## src/rtl/ddq_pkg.sv

```systemverilog
// ----------------------------------------------------------------------------
// ddq_pkg
// Shared types and constants for the double-ended queue unit.
// ----------------------------------------------------------------------------
package ddq_pkg;

  localparam int DATA_W        = 32;
  localparam int FUNC_W        = 3;
  localparam int STAT_W        = 2;
  localparam int DEPTH_DEFAULT = 16;

  typedef enum logic [FUNC_W-1:0] {
    FN_PUSH_FRONT = 3'd0,
    FN_PUSH_REAR  = 3'd1,
    FN_POP_FRONT  = 3'd2,
    FN_POP_REAR   = 3'd3,
    FN_CLEAR      = 3'd4
  } func_t;

  typedef enum logic [STAT_W-1:0] {
    STAT_DONE      = 2'd0,
    STAT_UNDERFLOW = 2'd1,
    STAT_OVERFLOW  = 2'd2
  } stat_t;

  typedef enum logic {
    ST_IDLE   = 1'b0,
    ST_RESULT = 1'b1
  } state_t;

endpackage

```

## src/rtl/double_ended_queue_unit.sv

```systemverilog
// ----------------------------------------------------------------------------
// double_ended_queue_unit
// Bounded deque of signed words in a ring memory; reports front, rear, count,
// empty flag and status after every operation.
// ----------------------------------------------------------------------------
//  channel | handshake           | payload
//  --------+---------------------+------------------------------------------
//  in      | in_valid / in_stall | func, data
//  out     | out_valid/out_stall | front_value, rear_value, count, is_empty,
//          |                     | status
//
// each operation runs through the idle and result states: the accept cycle
// updates pointers, writes the ring and issues one read; the next cycle takes
// the read data into the output register.
// no clearing pass after reset: values read from unwritten ring entries never reach the outputs.
// a stalled result holds; a new word is taken only once the result slot frees.
module double_ended_queue_unit
  import ddq_pkg::*;
#(
  parameter int DEPTH = DEPTH_DEFAULT,
  localparam int IW = $clog2(DEPTH),
  localparam int CW = $clog2(DEPTH + 1)
) (
  input  logic                     clk,
  input  logic                     rst,
  input  logic                     in_valid,
  output logic                     in_stall,
  input  logic [FUNC_W-1:0]        func,
  input  logic signed [DATA_W-1:0] data,
  output logic                     out_valid,
  input  logic                     out_stall,
  output logic signed [DATA_W-1:0] front_value,
  output logic signed [DATA_W-1:0] rear_value,
  output logic [CW-1:0]            count,
  output logic                     is_empty,
  output logic [STAT_W-1:0]        status
);

  localparam int SW = IW + 1;

  // ring memory
  logic [DATA_W-1:0] mem [DEPTH];
  logic [DATA_W-1:0] rdata;

  state_t state, state_next;

  logic [IW-1:0]            head, head_next;
  logic [CW-1:0]            cnt, cnt_next;
  logic signed [DATA_W-1:0] front_q, front_next;
  logic signed [DATA_W-1:0] rear_q, rear_next;
  logic                     pend_front, pend_front_next;
  logic                     pend_rear, pend_rear_next;
  stat_t                    stat_q, stat_next;

  logic              in_fire;
  logic              load;
  logic              we;
  logic [IW-1:0]     waddr;
  logic [IW-1:0]     raddr;
  logic [SW-1:0]     sum;
  logic [SW-1:0]     sum_wrap;
  logic [SW-1:0]     last_sum;
  logic [SW-1:0]     last_wrap;

  logic signed [DATA_W-1:0] front_res;
  logic signed [DATA_W-1:0] rear_res;

  // control
  always_comb begin
    state_next = state;
    in_stall   = 1'b1;
    load       = 1'b0;
    unique case (state)
      ST_IDLE: begin
        in_stall = out_valid && out_stall;
        if (in_valid && !in_stall) begin
          state_next = ST_RESULT;
        end
      end
      ST_RESULT: begin
        load       = 1'b1;
        state_next = ST_IDLE;
      end
      default: begin
        state_next = ST_IDLE;
      end
    endcase
  end

  assign in_fire = (state == ST_IDLE) && in_valid && !in_stall;

  // ring position: head plus offset, folded once
  always_comb begin
    sum       = {1'b0, head} + SW'(cnt);
    sum_wrap  = (sum >= SW'(DEPTH)) ? (sum - SW'(DEPTH)) : sum;
    last_sum  = sum - SW'(2);
    last_wrap = (last_sum >= SW'(DEPTH)) ? (last_sum - SW'(DEPTH)) : last_sum;
  end

  always_comb begin
    head_next       = head;
    cnt_next        = cnt;
    front_next      = front_q;
    rear_next       = rear_q;
    pend_front_next = 1'b0;
    pend_rear_next  = 1'b0;
    stat_next       = STAT_DONE;
    we              = 1'b0;
    waddr           = head;
    raddr           = head;
    case (func)
      FN_PUSH_FRONT: begin
        if (cnt == CW'(DEPTH)) begin
          stat_next = STAT_OVERFLOW;
        end else begin
          head_next  = (head == '0) ? IW'(DEPTH - 1) : head - IW'(1);
          waddr      = head_next;
          we         = 1'b1;
          cnt_next   = cnt + CW'(1);
          front_next = data;
          if (cnt == '0) begin
            rear_next = data;
          end
        end
      end
      FN_PUSH_REAR: begin
        if (cnt == CW'(DEPTH)) begin
          stat_next = STAT_OVERFLOW;
        end else begin
          waddr     = IW'(sum_wrap);
          we        = 1'b1;
          cnt_next  = cnt + CW'(1);
          rear_next = data;
          if (cnt == '0) begin
            front_next = data;
          end
        end
      end
      FN_POP_FRONT: begin
        if (cnt == '0) begin
          stat_next = STAT_UNDERFLOW;
        end else begin
          head_next       = (head == IW'(DEPTH - 1)) ? '0 : head + IW'(1);
          cnt_next        = cnt - CW'(1);
          raddr           = head_next;
          pend_front_next = 1'b1;
        end
      end
      FN_POP_REAR: begin
        if (cnt == '0) begin
          stat_next = STAT_UNDERFLOW;
        end else begin
          cnt_next = cnt - CW'(1);
          // new rear sits two below head plus old count
          if (cnt > CW'(1)) begin
            raddr          = IW'(last_wrap);
            pend_rear_next = 1'b1;
          end
        end
      end
      FN_CLEAR: begin
        head_next = '0;
        cnt_next  = '0;
      end
      default: begin
      end
    endcase
  end

  always_ff @(posedge clk) begin
    if (we && in_fire) begin
      mem[waddr] <= data;
    end
    rdata <= mem[raddr];
  end

  // result view once the read data is in
  always_comb begin
    front_res = pend_front ? $signed(rdata) : front_q;
    rear_res  = pend_rear  ? $signed(rdata) : rear_q;
  end

  always_ff @(posedge clk) begin
    if (rst) begin
      state      <= ST_IDLE;
      head       <= '0;
      cnt        <= '0;
      pend_front <= 1'b0;
      pend_rear  <= 1'b0;
      out_valid  <= 1'b0;
    end else begin
      state <= state_next;
      if (in_fire) begin
        head       <= head_next;
        cnt        <= cnt_next;
        pend_front <= pend_front_next;
        pend_rear  <= pend_rear_next;
      end
      if (load) begin
        out_valid <= 1'b1;
      end else if (out_valid && !out_stall) begin
        out_valid <= 1'b0;
      end
    end
  end

  always_ff @(posedge clk) begin
    if (in_fire) begin
      front_q <= front_next;
      rear_q  <= rear_next;
      stat_q  <= stat_next;
    end else if (load) begin
      front_q <= front_res;
      rear_q  <= rear_res;
    end
    if (load) begin
      front_value <= (cnt == '0) ? -32'sd1 : front_res;
      rear_value  <= (cnt == '0) ? -32'sd1 : rear_res;
      count       <= cnt;
      is_empty    <= (cnt == '0);
      status      <= stat_q;
    end
  end

endmodule

```

## config.mk

```make
export PLATFORM = sky130hd
export DESIGN_NAME = double_ended_queue_unit
export DESIGN_NICKNAME = d
export VERILOG_FILES = /design/src/rtl/ddq_pkg.sv /design/src/rtl/double_ended_queue_unit.sv
export SDC_FILE = /design/constraint.sdc
export NUM_CORES = 1
export LEC_CHECK = 0
export BUFFER_PORTS_ARGS = -buffer_cell sky130_fd_sc_hd__buf_2
export CAP_MARGIN = 40
export CORE_UTILIZATION = 50
export DETAILED_ROUTE_END_ITERATION = 10
export PLACE_DENSITY = 0.73
export SLEW_MARGIN = 30
export SYNTH_ARGS = -nofsm -noshare
export SYNTH_HDL_FRONTEND = slang
export SYNTH_SLANG_ARGS = --single-unit
```

## constraint.sdc

```tcl
create_clock -name clk -period 5.4 [get_ports clk]
set_input_delay 1.08 -clock clk [delete_from_list [all_inputs] [get_ports clk]]
set_output_delay 1.08 -clock clk [all_outputs]
set_load 0.005 [all_outputs]
```

==> flow_summary.ini <==
[pwr]
combPwrFrac_pct = 8.0
switchingPower_w = 0.002673
p_per_area_nw_per_um2 = 385.6
power_w = 0.01198
ir_drop_uv = 225.9
p_clk_share_pct = 40.6
p_int_w = 0.009303
p_leak_nw = 9.769
swShare_pct = 22.32
seqPwrFrac_pct = 51.4

[sta]
hold_viol_final = 0
tns_ns = 0
fin_crit_sh_pct = 76.81
rsz0062_at_grt = false
fin_worst_skew_ns = 0.02367
timing.slew.headroom_pct = 43.38
fin_crit_ns = 4.148
worst_pin_slew_ns = 0.8466
setup_viol = 0
maxSlewViolCount = 0
setup_ws_ns = 1.252
clock.fmax_ghz = 0.2411

[synthesis]
synth_area_sq_um = 27070
seq_area_frac_synth_pct = 75.43
syn_avg_cell_area_sq_um = 18.48
postSynthCellCount = 1465
post_synth_num_cell_types = 60
yosysTopAreaCell = edfxtp_1
async_flop_share_pct = 0
synthTopCellsByArea = edfxtp_1 (72%), mux4_2 (11%), dfxtp_1 (3.3%)
ys.flop_type = edfxtp_1
synth_top_area_share_pct = 72.10
synth_warnings = 0
synth_fp_nets = 1515
synth_edf_count = 650
synth_seq_cells = 695

[drt]
drt_drc_violations_left = 0
drt_pass1_iterations = 6
vias = 14290
wl_per_cell_um = 25.37
drt_wl_total_um = 59550
via_per_inst = 6.087
dr.first_iter.drc_count = 1613
ant_nets = 0

[worst_hold_path]
hold_class = reg -> reg
hold_depth = 0

[floorplanning]
dieArea_sq_um = 55080
coreArea_sq_um = 53080
die_w_um = 234.7
start_util_pct = 51.01
placementRows = 84
ioPinCount = 113
dieHeight_um = 234.7

[placement]
gp_congestion = 0.8358
hpwl_um = 33530
portBuffers = 112
dp_slack_ns = 1.195

[clock_tree]
cts_root_buf = clkbuf_16
cts.sinks = 695
cts_tree = done
cts_hold_buf = 0
cts_buffers = 67
path_clk_slew_ns = 0.07
h-tree-depth = 3
postCtsSetupBuffers = 0
cts_buffer_depth = 3
insertion_delay_ns = 0.61
cts_resized = 0

[setup_path]
crit_path_end_kind = flop
reg2regPathDepth = 11
cp.arrival_ns = 4.62
cp_cell_sequence = inv_1 -> ha_1 -> or4b_4 -> buf_12 -> nand3_1 -> nand2_1 -> o221ai_4 -> buf_4 -> mux4_2 -> a22oi_1 -> nand3_1
cp.buffers_inverters = 3
cp_common_cell = nand3_1
crit_fanout = 42
critical_path_class = reg -> reg
cp.depth = 11
crit_slowest_cell = or4b_4
worstPathRequired_ns = 5.87
slowest_delay_ns = 0.72
cp_top_family = simple AND/OR/NAND/NOR gates
critPathLaunchType = flop

[final_layout]
syn_to_final_growth_pct = 14.73
nNetsFinal = 1654
layout_commonest_cell = edfxtp_1
most-common-layout-cells = edfxtp_1 (650), mux4_2 (128), buf_2 (112), nand3_1 (105), a21oi_1 (84)
drive_gt1_share_pct = 25.92
antenna_cells = 0
utilization_pct = 58.52

[global_routing]
antenna_found_initial = 2
globalRouteTotalUtil_pct = 21.90
grt_pass1_vias = 14520
grt_pass1_wl_um = 89790
grt_max_degree = 74
grt-ovfl-total = 0

[outcome]
status = completed

[run]
cap_violations = 0
==> cell type report <==
class                           count  area [sq um]
Clock buffer                       91          1929
Clock inverter                     33         386.6
Fill cell                        3729         22010
Inverter                           12         50.05
Multi-Input combinational cell    671          6327
Sequential cell                   695         20430
Tap cell                          688         860.8
Timing Repair Buffer              157          1081
==> kinds of logic after synthesis <==
family / after synthesis / synth area share (%)
adders and majority gates: 11 / 0.5361
buffers and inverters: 99 / 1.997
DFF: 695 / 75.43
muxes: 192 / 13.01
and+or+nand+nor: 293 / 4.816
xor gates and xnor gates: 4 / 0.1294
AOI/OAI and AO/OA: 171 / 4.081
==> power groups by stage <==
stage               Combinational (W)  Sequential (W)  Clock [W]
finish                       0.000958         0.00616    0.00486
global route                  0.00103         0.00617    0.00512
detailed placement           0.000947         0.00627          0
CTS                          0.000953         0.00616    0.00493
global placement             0.000918         0.00626          0
floorplan                    0.000624         0.00624          0
==> routing by layer <==
layer / track usage [%] / share of wire, %
met1: 30.11 / 41
met2: 35.82 / 49
met3: 3.947 / 8.0
met4: 6.878 / 2.2
met5: 0 / 0.040
==> final timing paths <==
kind	endpoint	slack [ns]	startpoint
max	rdata[2]	1.25	cnt[1]
max reg2reg	rdata[2]	1.25	cnt[1]
min reg2reg	status[0]	0.43	stat_q[0]
min	status[0]	0.43	stat_q[0]
==> cells in the mapped netlist, types with 17 or more instances <==
master	count
mux2i_1	64
buf_2	17
nand3_1	105
buf_6	17
nor2_1	77
mux4_2	128
edfxtp_1	650
clkbuf_1	42
nand2_1	82
dfxtp_1	45
a21oi_1	84
a22oi_1	34
==> flip-flops by register name, summed over array words and instances, names as in the netlist <==
signal / cells
cnt: 5
count: 5
front_q: 32
front_value: 32
head: 4
is_empty: 1
mem: 512
out_valid: 1
pend_front: 1
pend_rear: 1
rdata: 32
rear_q: 32
rear_value: 32
stat_q: 2
state: 1
status: 2
==> worst register-to-register path: stages (launching register included) <==
cell and delay, ns:
dfxtp_1 0.39, inv_1 0.19, ha_1 0.26, or4b_4 0.72
buf_12 0.28, nand3_1 0.14, nand2_1 0.10, o221ai_4 0.67
buf_4 0.42, mux4_2 0.54, a22oi_1 0.22, nand3_1 0.11
==> stage by stage <==
stage	hold WS (ns)	instance area, sq um	cells
2_1_floorplan	0.4003	27070	1465
3_3_place_gp	0.4182	28700	2221
3_5_place_dp	0.4185	28710	2221
4_1_cts	0.4324	31030	2345
5_1_grt	0.4485	31060	2347
6_report	0.4256	31060	2347
No activity file was read; power rests on OpenSTA's default activity.
